--- src/rtl/kaf_pkg.sv ---
// ----------------------------------------------------------------------------
// kaf_pkg: shared types and constants of the angle Kalman filter
// Register indexes, reset values, sequencer states and saturation helper.
// ----------------------------------------------------------------------------
package kaf_pkg;

  localparam int unsigned CfgW      = 31;
  localparam int unsigned IdxW      = 2;
  localparam int unsigned DataW     = 32;
  localparam int unsigned DtW       = 21;

  localparam logic [IdxW-1:0] RegQAngle = 2'd0;
  localparam logic [IdxW-1:0] RegQBias  = 2'd1;
  localparam logic [IdxW-1:0] RegRMeas  = 2'd2;

  localparam logic [CfgW-1:0] QAngleRst = 31'd66;
  localparam logic [CfgW-1:0] QBiasRst  = 31'd197;
  localparam logic [CfgW-1:0] RMeasRst  = 31'd1966;

  typedef enum logic [4:0] {
    ST_IDLE,
    ST_RATE,    // rate = gyro - bias
    ST_M_DR,    // prod = dt * rate
    ST_ANG,     // angle += prod
    ST_M_DP3,   // prod = dt * P3
    ST_INNER,   // t1 = prod - P1 - P2 + qa ; P1 -= prod, P2 -= prod
    ST_M_DIN,   // prod = dt * inner
    ST_P0P,     // P0 += prod
    ST_P12P,    // no register update; P1 and P2 change in ST_INNER
    ST_M_QB,    // prod = qb * dt
    ST_P3P,     // P3 += prod
    ST_S,       // s = P0 + r
    ST_DIV0,    // k0 = P0 / s
    ST_DIV1,    // k1 = P2 / s
    ST_Y,       // y = meas - angle
    ST_M_K0Y,
    ST_ANG2,
    ST_M_K1Y,
    ST_BIAS,
    ST_M_K0P0,
    ST_P0U,
    ST_M_K0P1,
    ST_P1U,
    ST_M_K1P0,
    ST_P2U,
    ST_M_K1P1,
    ST_P3U,
    ST_OUT
  } kaf_state_e;

  function automatic logic signed [31:0] sat32(input logic signed [65:0] v);
    if (v > 66'sd2147483647) return 32'sh7FFF_FFFF;
    if (v < -66'sd2147483648) return 32'sh8000_0000;
    return v[31:0];
  endfunction

endpackage

--- src/rtl/kaf_divider.sv ---
// ----------------------------------------------------------------------------
// kaf_divider: restoring divider, one quotient bit per cycle
// Computes sat32((num << 16) / den), truncated toward zero; zero if den is 0.
// ----------------------------------------------------------------------------
module kaf_divider import kaf_pkg::*; (
  input  logic                     clk_i,
  input  logic                     rst_ni,
  input  logic                     start_i,
  input  logic signed [DataW-1:0]  num_i,
  input  logic signed [DataW-1:0]  den_i,
  output logic                     done_o,
  output logic signed [DataW-1:0]  quo_o
);
  localparam int unsigned NW = 48;

  logic [NW-1:0]   rem_q, rem_d, quo_q, quo_d;
  logic [DataW-1:0] den_q, den_d;
  logic            neg_q, neg_d, zero_q, zero_d;
  logic [5:0]      cnt_q, cnt_d;
  logic            busy_q, busy_d;
  logic [NW-1:0]   shifted;
  logic [NW-1:0]   quo_last;
  logic [NW:0]     quo_s;
  logic [NW-1:0]   num_abs;

  always_comb begin
    num_abs = num_i[DataW-1] ? {16'd0, 32'(-num_i)} << 16 : {16'd0, num_i} << 16;
    if (num_i == 32'sh8000_0000) num_abs = 48'h8000_0000_0000;
    rem_d  = rem_q;
    quo_d  = quo_q;
    den_d  = den_q;
    neg_d  = neg_q;
    zero_d = zero_q;
    cnt_d  = cnt_q;
    busy_d = busy_q;
    shifted = {rem_q[NW-2:0], quo_q[NW-1]};
    // quotient after this step, independent of a new start in the same cycle
    quo_last = {quo_q[NW-2:0], (shifted >= {16'd0, den_q})};
    if (start_i) begin
      rem_d  = '0;
      quo_d  = num_abs;
      den_d  = den_i[DataW-1] ? 32'(-den_i) : den_i;
      neg_d  = num_i[DataW-1] ^ den_i[DataW-1];
      zero_d = (den_i == '0);
      cnt_d  = 6'(NW);
      busy_d = 1'b1;
    end else if (busy_q) begin
      // shift in one numerator bit, subtract when it fits
      if (shifted >= {16'd0, den_q}) begin
        rem_d = shifted - {16'd0, den_q};
        quo_d = {quo_q[NW-2:0], 1'b1};
      end else begin
        rem_d = shifted;
        quo_d = {quo_q[NW-2:0], 1'b0};
      end
      cnt_d = cnt_q - 6'd1;
      if (cnt_q == 6'd1) busy_d = 1'b0;
    end
  end

  always_ff @(posedge clk_i or negedge rst_ni) begin
    if (!rst_ni) begin
      busy_q <= 1'b0;
      cnt_q  <= '0;
    end else begin
      busy_q <= busy_d;
      cnt_q  <= cnt_d;
    end
  end

  always_ff @(posedge clk_i) begin
    rem_q  <= rem_d;
    quo_q  <= quo_d;
    den_q  <= den_d;
    neg_q  <= neg_d;
    zero_q <= zero_d;
  end

  assign done_o = busy_q && (cnt_q == 6'd1);
  assign quo_s  = neg_q ? -{1'b0, quo_last} : {1'b0, quo_last};
  assign quo_o  = zero_q ? '0 : sat32({{17{quo_s[NW]}}, quo_s});
endmodule

--- config.mk ---
export PLATFORM = sky130hd
export DESIGN_NAME = kaf_divider
export DESIGN_NICKNAME = d
export VERILOG_FILES = /design/src/rtl/kaf_pkg.sv /design/src/rtl/kaf_divider.sv
export SDC_FILE = /design/constraint.sdc
export NUM_CORES = 1
export LEC_CHECK = 0
export BUFFER_PORTS_ARGS = -buffer_cell sky130_fd_sc_hd__buf_2
export CORE_MARGIN = 2
export CORE_UTILIZATION = 36
export DETAILED_ROUTE_END_ITERATION = 16
export HOLD_SLACK_MARGIN = 0.08
export PLACE_DENSITY_LB_ADDON = 0.3
export SETUP_SLACK_MARGIN = 0.5
export SYNTH_ARGS = -nofsm -noshare
export SYNTH_HDL_FRONTEND = slang
export SYNTH_SLANG_ARGS = --single-unit
--- constraint.sdc ---
create_clock -name clk_i -period 20.9 [get_ports clk_i]
set_clock_uncertainty 0.2 [all_clocks]
set_input_delay 3.135 -clock clk_i [delete_from_list [all_inputs] [get_ports clk_i]]
set_output_delay 3.135 -clock clk_i [all_outputs]
set_load 0.02 [all_outputs]
* Yosys cells after proc, flatten, opt, wreduce, memory -nomap -nowiden
Cells that the tools add are included.
Word-level totals: output and inout port bits 33, register bits after elaboration 136, input bits 67
Cells by class: equality and inequality tests 2, bitwise gates (word level) 1, multiplexer cells 21, reductions and logical operators 3, magnitude comparators 3, add/subtract/negate cells 5
Operators by type and width (count):
- $mux W48 | 4
- $mux W32 | 5
- $neg A32 Y32 | 2
- $gt A49 B32 Y1 const B | 1
- $lt A49 B32 Y1 const B | 1
- $mux W49 | 1
- $neg A48 Y49 | 1
- $ge A48 B32 Y1 | 1
- $mux W47 | 1
- $sub A47 B32 Y47 | 1
- $eq A32 B32 Y1 const B | 1
- $logic_not A32 Y1 | 1
- $mux W31 | 1
- $mux W6 | 2
- $mux W1 | 7
- $eq A6 B1 Y1 const B | 1
- $sub A6 B1 Y6 const B | 1
- $reduce_bool A2 Y1 | 1
- $logic_and A1 B1 Y1 | 1
- $xor A1 B1 Y1 | 1

* Logic depth before layout (Yosys ltp)
Gate-level depths: netlist (run 1).
word-level depth 9, mapped depth 24

* Least setup slack after synthesis (run 1)
OpenSTA, ideal clock, no wires.
path kind reg2out, start register quo_q[47], end output port quo_o[21], data required time 17.565 ns, data arrival time 6.380 ns, stages on the path, launching flop included 25, slack 11.185 ns, path buffers 6, cells stage by stage edfxtp_1 inv_1 ha_1 fa_1 nand2b_1 a211oi_1 o311ai_0 a21boi_0 nor3_1 clkbuf_1 buf_1 buf_1 clkbuf_1 ha_1 nand2_1 or4_1 buf_2 nor3_1 mux2_2 a2111oi_2 o2111ai_1 a2111oi_2 o21bai_2 buf_6 a21oi_1
On the way: longest elaborated chain between the ends 9, elaborated cells between the ends (all ways) 12
RTL lines:
- start, declared | line kaf_divider.sv:16 | logic [NW-1:0] rem_q, rem_d, quo_q, quo_d;
- start signal, assigned | line kaf_divider.sv:73 | quo_q <= quo_d;
- $ge A48 B32 Y1 (*) | line kaf_divider.sv:38 | quo_last = {quo_q[NW-2:0], (shifted >= {16'd0, den_q})};
- $neg A48 Y49 | line kaf_divider.sv:80 | assign quo_s = neg_q ? -{1'b0, quo_last} : {1'b0, quo_last};
- $mux W49 (*) | line kaf_divider.sv:80
- $lt A49 B32 Y1 | line kaf_pkg.sv:53 | if (v < -66'sd2147483648) return 32'sh8000_0000;
- $mux W1 (2 in series) | line kaf_pkg.sv:53
- $mux W32 | line kaf_pkg.sv:54 | return v[31:0];
- $mux W32 (*) | line kaf_pkg.sv:53
- $mux W32 (*) | line kaf_divider.sv:81 | assign quo_o = zero_q ? '0 : sat32({{17{quo_s[NW]}}, quo_s});
- end, declared | line kaf_divider.sv:12 | output logic signed [DataW-1:0] quo_o
Mark *: on every way between the ends. The rest lies on a longest branch, timed or not. The select of a mux whose other input is x is not followed.

* Worst setup path in the final report (run 1)
start register quo_q[47], end output port quo_o[0]
The elaborated chain is that of the path after synthesis.

==> results.md, run 1 <==
* **remaining routing DRC violations** 0
* **global-route wire length before repair** 40,600 µm
* **Critical Path, Cell by Cell** inv_1 -> ha_1 -> fa_1 -> nand2b_1 -> a211oi_1 -> o311ai_0 -> a21boi_0 -> nor3_2 -> ha_1 -> nand2_1 -> or4_1 -> a2111oi_0 -> o221ai_1 -> or4_1 -> nor4_1 -> a311o_2 -> a21oi_1 -> buf_2
* **library cell contributing the largest single delay on the critical path** sky130_fd_sc_hd__a311o_2
* **type of destination of the critical path** output pin
* **worst hold path stage count** 2
* **number of routed nets with antenna violations** 0
* **synthesized netlist cell count** 1,157
* **Final #Nets** 1,328
* **clock network latency to the later pin of the worst-skew pair** 430 ps
* **Primary FF master, synth** sky130_fd_sc_hd__edfxtp_1
* **sequential fraction of the synthesis area** 0.360
* **total negative slack** 0 ps
* **synthesized area divided by synthesized cell count** 8.59 µm²
* **Critical Path Max Stage Delay** 680 ps
* **Peak VDD IR** 0.0466 mV
* **number of storage elements in the synthesis netlist** 136
* **Top delay family on crit path** compound AO/OA/AOI/OAI gates
* **number of clock buffers inserted by TritonCTS** 17
* **Worst R2R End** rem_q[46]$_SDFFE_PP0P_
* **CP Max Fanout** 31
* **reported leakage power** 0.00448 µW
* **Fmax** 107 MHz
* **final hold vios** 0
* **die outline area** 29,000 µm²
* **First DRT Iteration DRCs** 671
* **number of gates given a new drive strength after cts** 0
* **count of flip-flops with a built-in enable after synthesis** 82
* **count of unique library cells instantiated by Yosys** 71
* **vias post-DR** 8,539
* **Floorplan Core Area** 27,000 µm²
* **number of global-route vias before repair** 8,061
* **worst r2r path cells** 14
* **worst reg2reg setup slack** 15,720 ps
* **filler cell count in the final layout** 2,711
* **detailed-route wire length** 24,400 µm
* **TritonCTS sink count** 136
* **Async SR Flop Fraction** 0.0515
* **Post CTS Setup Buffer Count** 0
* **Clock transition at path regs** 60 ps
* **worst endpoint required time** 17,570 ps
* **Post-Syn Area** 9940 µm²
* **buffer type at the clock tree root** sky130_fd_sc_hd__clkbuf_16
* **die extent in x** 170 µm
* **Area Growth Syn to Fin** 13.2%
* **number of max-cap violations** 0
* **total buffers and inverters traversed by the critical path** 2
* **Fin Hold WS** 284 ps
* **height of the die** 170 µm
* **number of buffers inserted for hold repair after clock tree synthesis** 0
* **relative slew slack** 0.187
* **routed length per instance** 15.5 µm
* **ratio of routed vias to standard cells** 5.41
* **critical register-to-register path startpoint** quo_q[47]$_DFFE_PP_
* **clock tree from TritonCTS** done
* **PD cells** 110 nW/µm²
* **path type of the worst min-delay path** reg2reg
* **warning count from the yosys run** 0
* **initial antenna violation count** 0
* **initial cell density of the core** 0.368
* **fin. max-slew vios** 0
* **unrepaired setup endpoints after global routing** false
* **startpoint of the lowest-slack hold path** rem_q[40]$_SDFFE_PP0P_
* **global placer's final weighted congestion** 0.866
* **total congestion overflow after global routing** 0
* **largest net degree at the start of global routing** 80
* **number of ports placed on the die boundary** 100
* **share of layout cells above drive strength 1** 0.139
* **ANT cells** 0
* **Setup violations, final** 0
* **iteration count of the initial detailed-routing pass** 5
* **number of port buffers** 99
* **critical path launch point type** flip-flop
* **dpl hpwl** 17,200 µm
* **standard-cell rows** 60
* **slew at the pin with the worst max-slew slack** 1220 ps
* **classification of the worst setup path** reg2out
* **Data arrival, critical path** 6020 ps
* **Max H-tree Level** 4
* **Hold Path End** rem_q[40]$_SDFFE_PP0P_
* **fraction of the cycle the final worst path needs** 0.447
* **run status** complete, no violations
* **total global routing track utilization** 0.172
* **net count of the mapped netlist** 1,262
* **worst-case clock buffer depth** 2
* **post-layout min period** 9350 ps
==> how the worst max path moves through the flow <==
stage / from / end / slack, ps / depth (start not counted)
4_1_cts: quo_q[47]$_DFFE_PP_ / quo_o[5] / 11500 / 18
2_1_floorplan: quo_q[47]$_DFFE_PP_ / quo_o[21] / 11180 / 24
3_3_place_gp: quo_q[47]$_DFFE_PP_ / quo_o[0] / 12170 / 19
3_5_place_dp: quo_q[47]$_DFFE_PP_ / quo_o[5] / 11990 / 18
6_report: quo_q[47]$_DFFE_PP_ / quo_o[0] / 11550 / 18
5_1_grt: quo_q[47]$_DFFE_PP_ / quo_o[20] / 10930 / 18
==> state kept, by name, summed over array words and instances, names as in the netlist <==
register  flops
busy_q        1
cnt_q         6
den_q        32
neg_q         1
quo_q        48
rem_q        47
zero_q        1
==> report_power, final <==
group | switching (µW) | internal, µW
combinational | 311 | 230
clock | 125 | 179
sequential | 48.7 | 345
==> layout make-up <==
type                    instances  area, µm²  share of cell area
clock buffers                  18        439              0.0390
clock inverters                14        149              0.0132
inverters                      84        315              0.0280
multi-input cells             878       5790               0.515
flip-flops and latches        136       3580               0.318
well taps                     341        427              0.0379
repair buffers                106        551              0.0489
==> through the flow <==
stage / power [µW] / setup slack (ps) / cells / utilization / area [µm²]
2_1_floorplan: 818 / 11180 / 1157 / - / 9940
3_3_place_gp: 926 / 12170 / 1545 / 0.395 / 10700
3_5_place_dp: 932 / 11990 / 1545 / 0.395 / 10700
4_1_cts: 1240 / 11500 / 1577 / 0.416 / 11300
5_1_grt: 1330 / 10930 / 1577 / 0.416 / 11300
6_report: 1240 / 11550 / 1577 / 0.416 / 11300
==> cell families after synthesis <==
kind of cell    after synthesis  share of synthesized area
fa+ha+maj                    38                     0.0486
flops                       136                      0.360
compound gates              343                      0.228
xor+xnor                    133                      0.117
buf+inv                     143                     0.0584
mux                          12                     0.0123
simple gates                352                      0.175
==> worst reg2reg max path: stages, from the launching register on <==
cell and delay (ps):
sky130_fd_sc_hd__edfxtp_1 340, sky130_fd_sc_hd__inv_1 50, sky130_fd_sc_hd__ha_1 210, sky130_fd_sc_hd__fa_1 390
sky130_fd_sc_hd__nand2b_1 180, sky130_fd_sc_hd__a211oi_1 330, sky130_fd_sc_hd__o311ai_0 260, sky130_fd_sc_hd__a21boi_0 470
sky130_fd_sc_hd__nor3_2 110, sky130_fd_sc_hd__buf_4 400, sky130_fd_sc_hd__or3_1 570, sky130_fd_sc_hd__a2111oi_0 960
sky130_fd_sc_hd__nand2_1 180, sky130_fd_sc_hd__xor2_1 190, sky130_fd_sc_hd__a211oi_1 240
==> layer usage <==
layer  global-route usage  routed length [µm]  vias to the layer above
met1                0.240               12400                     3990
met2                0.278               10900                      163
met5                    0                   0                        -
met3               0.0272                 830                       19
met4               0.0412                 231                        0
li1                     -                   -                     4367
==> synth_stat cells, types with 6 or more instances <==
| cell type | count | area [µm²] |
|---|---|---|
| sky130_fd_sc_hd__a211oi_1 | 21 | 158 |
| sky130_fd_sc_hd__a21o_1 | 12 | 90.1 |
| sky130_fd_sc_hd__a21oi_1 | 78 | 390 |
| sky130_fd_sc_hd__a21oi_2 | 7 | 61.3 |
| sky130_fd_sc_hd__a311oi_1 | 9 | 78.8 |
| sky130_fd_sc_hd__a31oi_1 | 9 | 56.3 |
| sky130_fd_sc_hd__buf_1 | 7 | 26.3 |
| sky130_fd_sc_hd__clkbuf_1 | 44 | 165 |
| sky130_fd_sc_hd__dfrtp_1 | 7 | 175 |
| sky130_fd_sc_hd__dfxtp_1 | 47 | 941 |
| sky130_fd_sc_hd__edfxtp_1 | 82 | 2460 |
| sky130_fd_sc_hd__ha_1 | 37 | 463 |
| sky130_fd_sc_hd__inv_1 | 84 | 315 |
| sky130_fd_sc_hd__mux2i_1 | 10 | 100 |
| sky130_fd_sc_hd__nand2_1 | 92 | 345 |
| sky130_fd_sc_hd__nand2b_1 | 11 | 68.8 |
| sky130_fd_sc_hd__nand3_1 | 24 | 120 |
| sky130_fd_sc_hd__nand4_1 | 15 | 93.8 |
| sky130_fd_sc_hd__nor2_1 | 91 | 342 |
| sky130_fd_sc_hd__nor2b_1 | 18 | 113 |
| sky130_fd_sc_hd__nor3_1 | 22 | 110 |
| sky130_fd_sc_hd__nor4_1 | 15 | 93.8 |
| sky130_fd_sc_hd__o21ai_0 | 75 | 375 |
| sky130_fd_sc_hd__o21bai_1 | 6 | 45.0 |
| sky130_fd_sc_hd__o22ai_1 | 29 | 181 |
| sky130_fd_sc_hd__o31ai_1 | 33 | 248 |
| sky130_fd_sc_hd__o41ai_1 | 15 | 131 |
| sky130_fd_sc_hd__or3_1 | 28 | 175 |
| sky130_fd_sc_hd__or4_1 | 15 | 113 |
| sky130_fd_sc_hd__xnor2_1 | 77 | 674 |
| sky130_fd_sc_hd__xor2_1 | 56 | 490 |
==> cells in the final DEF, fill, tap and decap left out, drive strengths merged, types with 24 or more instances in the layout <==
| cell | count |
|---|---|
| o22ai | 29 |
| or3 | 28 |
| a21oi | 85 |
| nor2 | 91 |
| xnor2 | 77 |
| dfxtp | 47 |
| inv | 87 |
| nand2 | 92 |
| o21ai | 81 |
| edfxtp | 82 |
| ha | 37 |
| nand3 | 24 |
| xor2 | 56 |
| o31ai | 34 |
| buf | 106 |
Power figures use the tool's default switching activity.
==> inputs of run 2 (changes only) <==
==> constraint.sdc (replaced) <==
create_clock -name clk_i -period 9.48 [get_ports clk_i]
set_clock_uncertainty 0.2 [all_clocks]
set_input_delay 1.422 -clock clk_i [delete_from_list [all_inputs] [get_ports clk_i]]
set_output_delay 1.422 -clock clk_i [all_outputs]
set_load 0.02 [all_outputs]
==> run 2 against run 1 <==
  * Sequential share of layout area about the same
  * Utilization about the same
  * Critical endpoint unchanged
  * Routed wire length decreased by 0.43%
  * Combinational power increased by 120%
  * Power increased by 120%
  * Sequential cell count unchanged
  * Clock power increased by 110%
  * Final cell count unchanged
  * Global-route usage about the same
  * Register-to-register slack got worse by 11000 ps
==> results.md, run 2 (synthesis results as in run 1) <==
* **run status** complete, no violations
* **number of ports placed on the die boundary** 100
* **remaining routing DRC violations** 0
* **type of destination of the critical path** output pin
* **worst-case clock buffer depth** 2
* **Critical Path Max Stage Delay** 690 ps
* **Area Growth Syn to Fin** 13.1%
* **ANT cells** 0
* **library cell contributing the largest single delay on the critical path** sky130_fd_sc_hd__a311o_2
* **total negative slack** 0 ps
* **area of the multi-input gates** 5790 µm²
* **number of clock buffers inserted by TritonCTS** 17
* **Clock transition at path regs** 60 ps
* **Floorplan Core Area** 27,000 µm²
* **Max H-tree Level** 4
* **startpoint of the lowest-slack hold path** rem_q[9]$_SDFFE_PP0P_
* **CP Max Fanout** 31
* **worst r2r path cells** 14
* **ratio of routed vias to standard cells** 5.49
* **vias post-DR** 8,658
* **clock network latency to the later pin of the worst-skew pair** 420 ps
* **filler cell count in the final layout** 2,742
* **clock tree from TritonCTS** done
* **routed length per instance** 15.4 µm
* **Final #Nets** 1,328
* **Regs by FF count** quo_q x48, rem_q x47, den_q x32
* **Critical Path, Cell by Cell** inv_1 -> ha_1 -> fa_1 -> nand2b_1 -> a211oi_1 -> o311ai_0 -> a21boi_0 -> nor3_2 -> ha_1 -> nand2_1 -> or4_1 -> o31ai_4 -> xnor2_1 -> o221ai_1 -> or4_1 -> nor4_1 -> a311o_2 -> a21oi_1 -> buf_2
* **Worst R2R End** rem_q[46]$_SDFFE_PP0P_
* **standard-cell rows** 60
* **reported leakage power** 0.00447 µW
* **number of port buffers** 99
* **global-route wire length before repair** 40,700 µm
* **register area** 3580 µm²
* **number of global-route vias before repair** 8,096
* **die extent in x** 170 µm
* **relative slew slack** 0.203
* **share of layout cells above drive strength 1** 0.137
* **Post CTS Setup Buffer Count** 0
* **number of routed nets with antenna violations** 0
* **initial antenna violation count** 0
* **PD cells** 241 nW/µm²
* **final hold vios** 0
* **total congestion overflow after global routing** 0
* **initial cell density of the core** 0.368
* **buffer type at the clock tree root** sky130_fd_sc_hd__clkbuf_16
* **height of the die** 170 µm
* **First DRT Iteration DRCs** 769
* **classification of the worst setup path** reg2out
* **slew at the pin with the worst max-slew slack** 1200 ps
* **worst reg2reg setup slack** 4350 ps
* **critical register-to-register path startpoint** quo_q[47]$_DFFE_PP_
* **largest net degree at the start of global routing** 80
* **number of flip-flops under the largest register name** 48
* **leading cell type in the layout, fill and taps excluded** sky130_fd_sc_hd__buf_2
* **critical path launch point type** flip-flop
* **TritonCTS sink count** 136
* **iteration count of the initial detailed-routing pass** 5
* **commonest cells after routing, fill and taps aside** sky130_fd_sc_hd__buf_2 (98), sky130_fd_sc_hd__nand2_1 (92), sky130_fd_sc_hd__nor2_1 (90), sky130_fd_sc_hd__inv_1 (83), sky130_fd_sc_hd__edfxtp_1 (82)
* **global placer's final weighted congestion** 0.864
* **worst endpoint required time** 7860 ps
* **die outline area** 29,000 µm²
* **detailed-route wire length** 24,300 µm
* **post-layout min period** 7620 ps
* **fraction of the cycle the final worst path needs** 0.804
* **Biggest register** quo_q
* **Fmax** 131 MHz
* **Hold Path End** rem_q[9]$_SDFFE_PP0P_
* **Peak VDD IR** 0.130 mV
* **dpl hpwl** 17,200 µm
* **Setup violations, final** 0
* **number of gates given a new drive strength after cts** 0
* **number of buffers inserted for hold repair after clock tree synthesis** 0
* **number of max-cap violations** 0
* **unrepaired setup endpoints after global routing** false
* **path type of the worst min-delay path** reg2reg
* **fin. max-slew vios** 0
* **Fin Hold WS** 286 ps
* **Data arrival, critical path** 6000 ps
* **worst hold path stage count** 2
* **total global routing track utilization** 0.172
## run 2: cell types whose count changed in the layout (fill, tap and decap cells not counted)
cell and change:
sky130_fd_sc_hd__clkbuf_16 +1, sky130_fd_sc_hd__clkbuf_1 +2, sky130_fd_sc_hd__inv_6 -3, sky130_fd_sc_hd__bufinv_16 -1, sky130_fd_sc_hd__clkinv_2 -2, sky130_fd_sc_hd__clkbuf_8 +1, sky130_fd_sc_hd__clkinv_1 +1, sky130_fd_sc_hd__clkinvlp_4 +1
## run 2: metal layers
layer,wire length [µm],vias to the layer above,share of wire,global-route usage
met1,12100,4058,0.50,0.242
met2,11000,203,0.45,0.278
met3,937,13,0.039,0.0307
li1,-,4384,-,-
met4,197,0,0.0081,0.0327
met5,0,-,0,0
## run 2: area by class of cell
type / count / share of cell area
Clock buffer: 22 / 0.0432
Multi-Input combinational cell: 878 / 0.515
Sequential cell: 136 / 0.318
Inverter: 84 / 0.0280
Timing Repair Buffer: 106 / 0.0490
Tap cell: 341 / 0.0380
Clock inverter: 10 / 0.00835
## run 2: worst max path at each step
| stage | startpoint | endpoint | slack (ps) | depth (start not counted) |
|---|---|---|---|---|
| after floorplan | quo_q[47]$_DFFE_PP_ | quo_o[21] | 1480 | 24 |
| after global placement | quo_q[47]$_DFFE_PP_ | quo_o[0] | 2480 | 19 |
| after detailed placement | quo_q[47]$_DFFE_PP_ | quo_o[5] | 2300 | 19 |
| after CTS | quo_q[47]$_DFFE_PP_ | quo_o[5] | 1830 | 19 |
| after global routing | quo_q[47]$_DFFE_PP_ | quo_o[0] | 1260 | 18 |
| final | quo_q[47]$_DFFE_PP_ | quo_o[0] | 1860 | 19 |
## run 2: report_power, final
group | leakage [µW] | internal [µW] | total [µW] | switching, µW
registers | 0.00135 | 761 | 869 | 107
clock network | 0.000267 | 390 | 652 | 262
logic | 0.00286 | 508 | 1190 | 684
total | 0.00447 | 1660 | 2710 | 1050
## run 2: per-stage QoR
step | instance area [µm²] | worst slack [ps] | cells | total power (µW) | util
after global routing | 11200 | 1260 | 1577 | 2920 | 0.416
after detailed placement | 10700 | 2300 | 1545 | 2060 | 0.395
after floorplan | 9940 | 1480 | 1157 | 1800 | -
after global placement | 10700 | 2480 | 1545 | 2040 | 0.395
final | 11200 | 1860 | 1577 | 2710 | 0.416
after CTS | 11200 | 1830 | 1577 | 2720 | 0.416
## run 2: critical path, delay by kind of cell, from the launching register on
family / cells / cell delay [ps]
XOR/XNOR: 1 / 190
adder cells (fa/ha/maj): 3 / 710
AND/OR/NAND/NOR: 6 / 1790
buffers and inverters: 2 / 270
AO/OA/AOI/OAI: 7 / 2220
flip-flops: 1 / 380
==> inputs of run 3 (changes only) <==
==> constraint.sdc (replaced) <==
create_clock -name clk_i -period 6.5 [get_ports clk_i]
set_clock_uncertainty 0.2 [all_clocks]
set_input_delay 0.975 -clock clk_i [delete_from_list [all_inputs] [get_ports clk_i]]
set_output_delay 0.975 -clock clk_i [all_outputs]
set_load 0.02 [all_outputs]
==> run 3 against run 2 <==
  * Combinational power is 80% higher
  * Worst setup slack worse by 1400 ps
  * Non-clock buffer count up 30
  * Critical path depth increased by 2
  * Count of clock-buffer cells in the layout fell by 4
  * Global-route usage up 0.91 points
  * Final cell count increased by 1.9%
  * Largest cell class unchanged
  * Highest routed layer unchanged
==> results.md, run 3 (synthesis results as in run 1) <==
* **fraction of the cycle the final worst path needs** 0.937
* **number of ports placed on the die boundary** 100
* **clock tree from TritonCTS** done
* **critical path launch point type** flip-flop
* **number of max-cap violations** 0
* **unrepaired setup endpoints after global routing** true
* **Setup violations, final** 0
* **height of the die** 170 µm
* **detailed-route wire length** 26,500 µm
* **clock network latency to the later pin of the worst-skew pair** 420 ps
* **ratio of routed vias to standard cells** 5.58
* **buffer type at the clock tree root** sky130_fd_sc_hd__clkbuf_16
* **Clock transition at path regs** 60 ps
* **total global routing track utilization** 0.181
* **post-layout min period** 6090 ps
* **remaining routing DRC violations** 0
* **final total power** 4460 µW
* **Fmax** 164 MHz
* **standard-cell rows** 60
* **TritonCTS sink count** 136
* **worst endpoint required time** 5320 ps
* **classification of the worst setup path** reg2out
* **Final #Nets** 1,358
* **share of layout cells above drive strength 1** 0.235
* **total congestion overflow after global routing** 0
* **dpl hpwl** 18,000 µm
* **slew at the pin with the worst max-slew slack** 1170 ps
* **number of global-route vias before repair** 8,516
* **largest net degree at the start of global routing** 80
* **die outline area** 29,000 µm²
* **Data arrival, critical path** 4910 ps
* **final hold vios** 0
* **Floorplan Core Area** 27,000 µm²
* **initial antenna violation count** 0
* **global placer's final weighted congestion** 0.907
* **commonest cells after routing, fill and taps aside** sky130_fd_sc_hd__nand2_1 (91), sky130_fd_sc_hd__nor2_1 (88), sky130_fd_sc_hd__edfxtp_1 (82), sky130_fd_sc_hd__xnor2_1 (76), sky130_fd_sc_hd__inv_1 (75)
* **total negative slack** 0 ps
* **number of clock buffers inserted by TritonCTS** 17
* **type of destination of the critical path** output pin
* **initial cell density of the core** 0.368
* **Max H-tree Level** 4
* **ANT cells** 0
* **Peak VDD IR** 0.160 mV
* **routed length per instance** 16.5 µm
* **leading cell type in the layout, fill and taps excluded** sky130_fd_sc_hd__nand2_1
* **First DRT Iteration DRCs** 618
* **Regs by FF count** quo_q x48, rem_q x47, den_q x32
* **run status** complete, no violations
* **Area Growth Syn to Fin** 27.8%
* **CP Max Fanout** 8
* **number of port buffers** 99
* **PD cells** 351 nW/µm²
* **reported leakage power** 0.00482 µW
* **path type of the worst min-delay path** in2async
* **worst-case clock buffer depth** 2
* **die extent in x** 170 µm
* **vias post-DR** 8,965
* **iteration count of the initial detailed-routing pass** 5
* **number of flip-flops under the largest register name** 48
* **number of routed nets with antenna violations** 0
* **fin. max-slew vios** 0
* **global-route wire length before repair** 42,600 µm
* **relative slew slack** 0.219
* **Biggest register** quo_q
==> run 3: worst max-delay path: stages, from the launching register on <==
cell and delay [ps]:
sky130_fd_sc_hd__edfxtp_1 400, sky130_fd_sc_hd__inv_2 90, sky130_fd_sc_hd__ha_4 140, sky130_fd_sc_hd__fa_2 200, sky130_fd_sc_hd__nand2b_4 140, sky130_fd_sc_hd__a211oi_4 80
sky130_fd_sc_hd__o311ai_4 260, sky130_fd_sc_hd__a21boi_2 130, sky130_fd_sc_hd__nor3_4 200, sky130_fd_sc_hd__ha_4 180, sky130_fd_sc_hd__nand2_4 40, sky130_fd_sc_hd__or4_4 560
sky130_fd_sc_hd__o31a_1 330, sky130_fd_sc_hd__o32ai_2 100, sky130_fd_sc_hd__o21ai_1 110, sky130_fd_sc_hd__or4_4 530, sky130_fd_sc_hd__nor4_4 230, sky130_fd_sc_hd__a311o_2 230
sky130_fd_sc_hd__buf_12 140, sky130_fd_sc_hd__buf_12 160, sky130_fd_sc_hd__a21oi_4 60, sky130_fd_sc_hd__buf_6 160
==> run 3: per-layer routing <==
metal	up-vias	track usage	share of wire
met2	218	0.295	0.46
li1	4450	-	-
met3	37	0.0291	0.042
met5	-	0	0
met4	0	0.0528	0.016
met1	4260	0.248	0.48
==> run 3: report_power, final <==
part / internal, µW / leakage, µW / switching [µW]
Clock: 638 / 0.000295 / 381
Combinational: 991 / 0.00318 / 1150
Sequential: 1110 / 0.00135 / 193
==> run 3: per-stage QoR <==
step | worst slack (ps) | util | instance area, µm² | hold WS [ps] | std cells
2_1_floorplan | 335 | - | 10500 | 247 | 1157
3_3_place_gp | 341 | 0.412 | 11100 | 271 | 1550
3_5_place_dp | 243 | 0.412 | 11100 | 275 | 1550
4_1_cts | 346 | 0.445 | 12000 | 171 | 1595
5_1_grt | 193 | 0.470 | 12700 | 186 | 1607
6_report | 413 | 0.470 | 12700 | 180 | 1607
==> run 3: worst paths after layout <==
check                                         endpoint                   start  slack (ps)  cells after the start
worst min register to register  rem_q[20]$_SDFFE_PP0P_  rem_q[20]$_SDFFE_PP0P_         290                      2
worst max-delay path                          quo_o[0]     quo_q[47]$_DFFE_PP_         410                     21
max in group asynchronous             busy_q$_DFF_PN0_                  rst_ni        5750                      1
min in group clk_i              rem_q[20]$_SDFFE_PP0P_  rem_q[20]$_SDFFE_PP0P_         290                      2
worst min-delay path              cnt_q[4]$_DFFE_PN0P_                  rst_ni         180                      1
worst max register to register  rem_q[46]$_SDFFE_PP0P_      den_q[0]$_DFFE_PP_        1760                     13
==> run 3: layout make-up <==
cell class	instances	area, µm²
multi-input combinational	878	6680
tap	341	427
clock buffer	18	429
timing repair buffer	136	1090
clock inverter	14	180
sequential	136	3590
fill	2540	14300
inverter	84	315
==> run 3: repair_timing <==
action                     CTS  global route
setup endpoints to repair   31            31
resized for setup           26           140
pin swaps                   12            33
hold buffers                 0             0
gates cloned                 4             0
buffers inserted             9            12
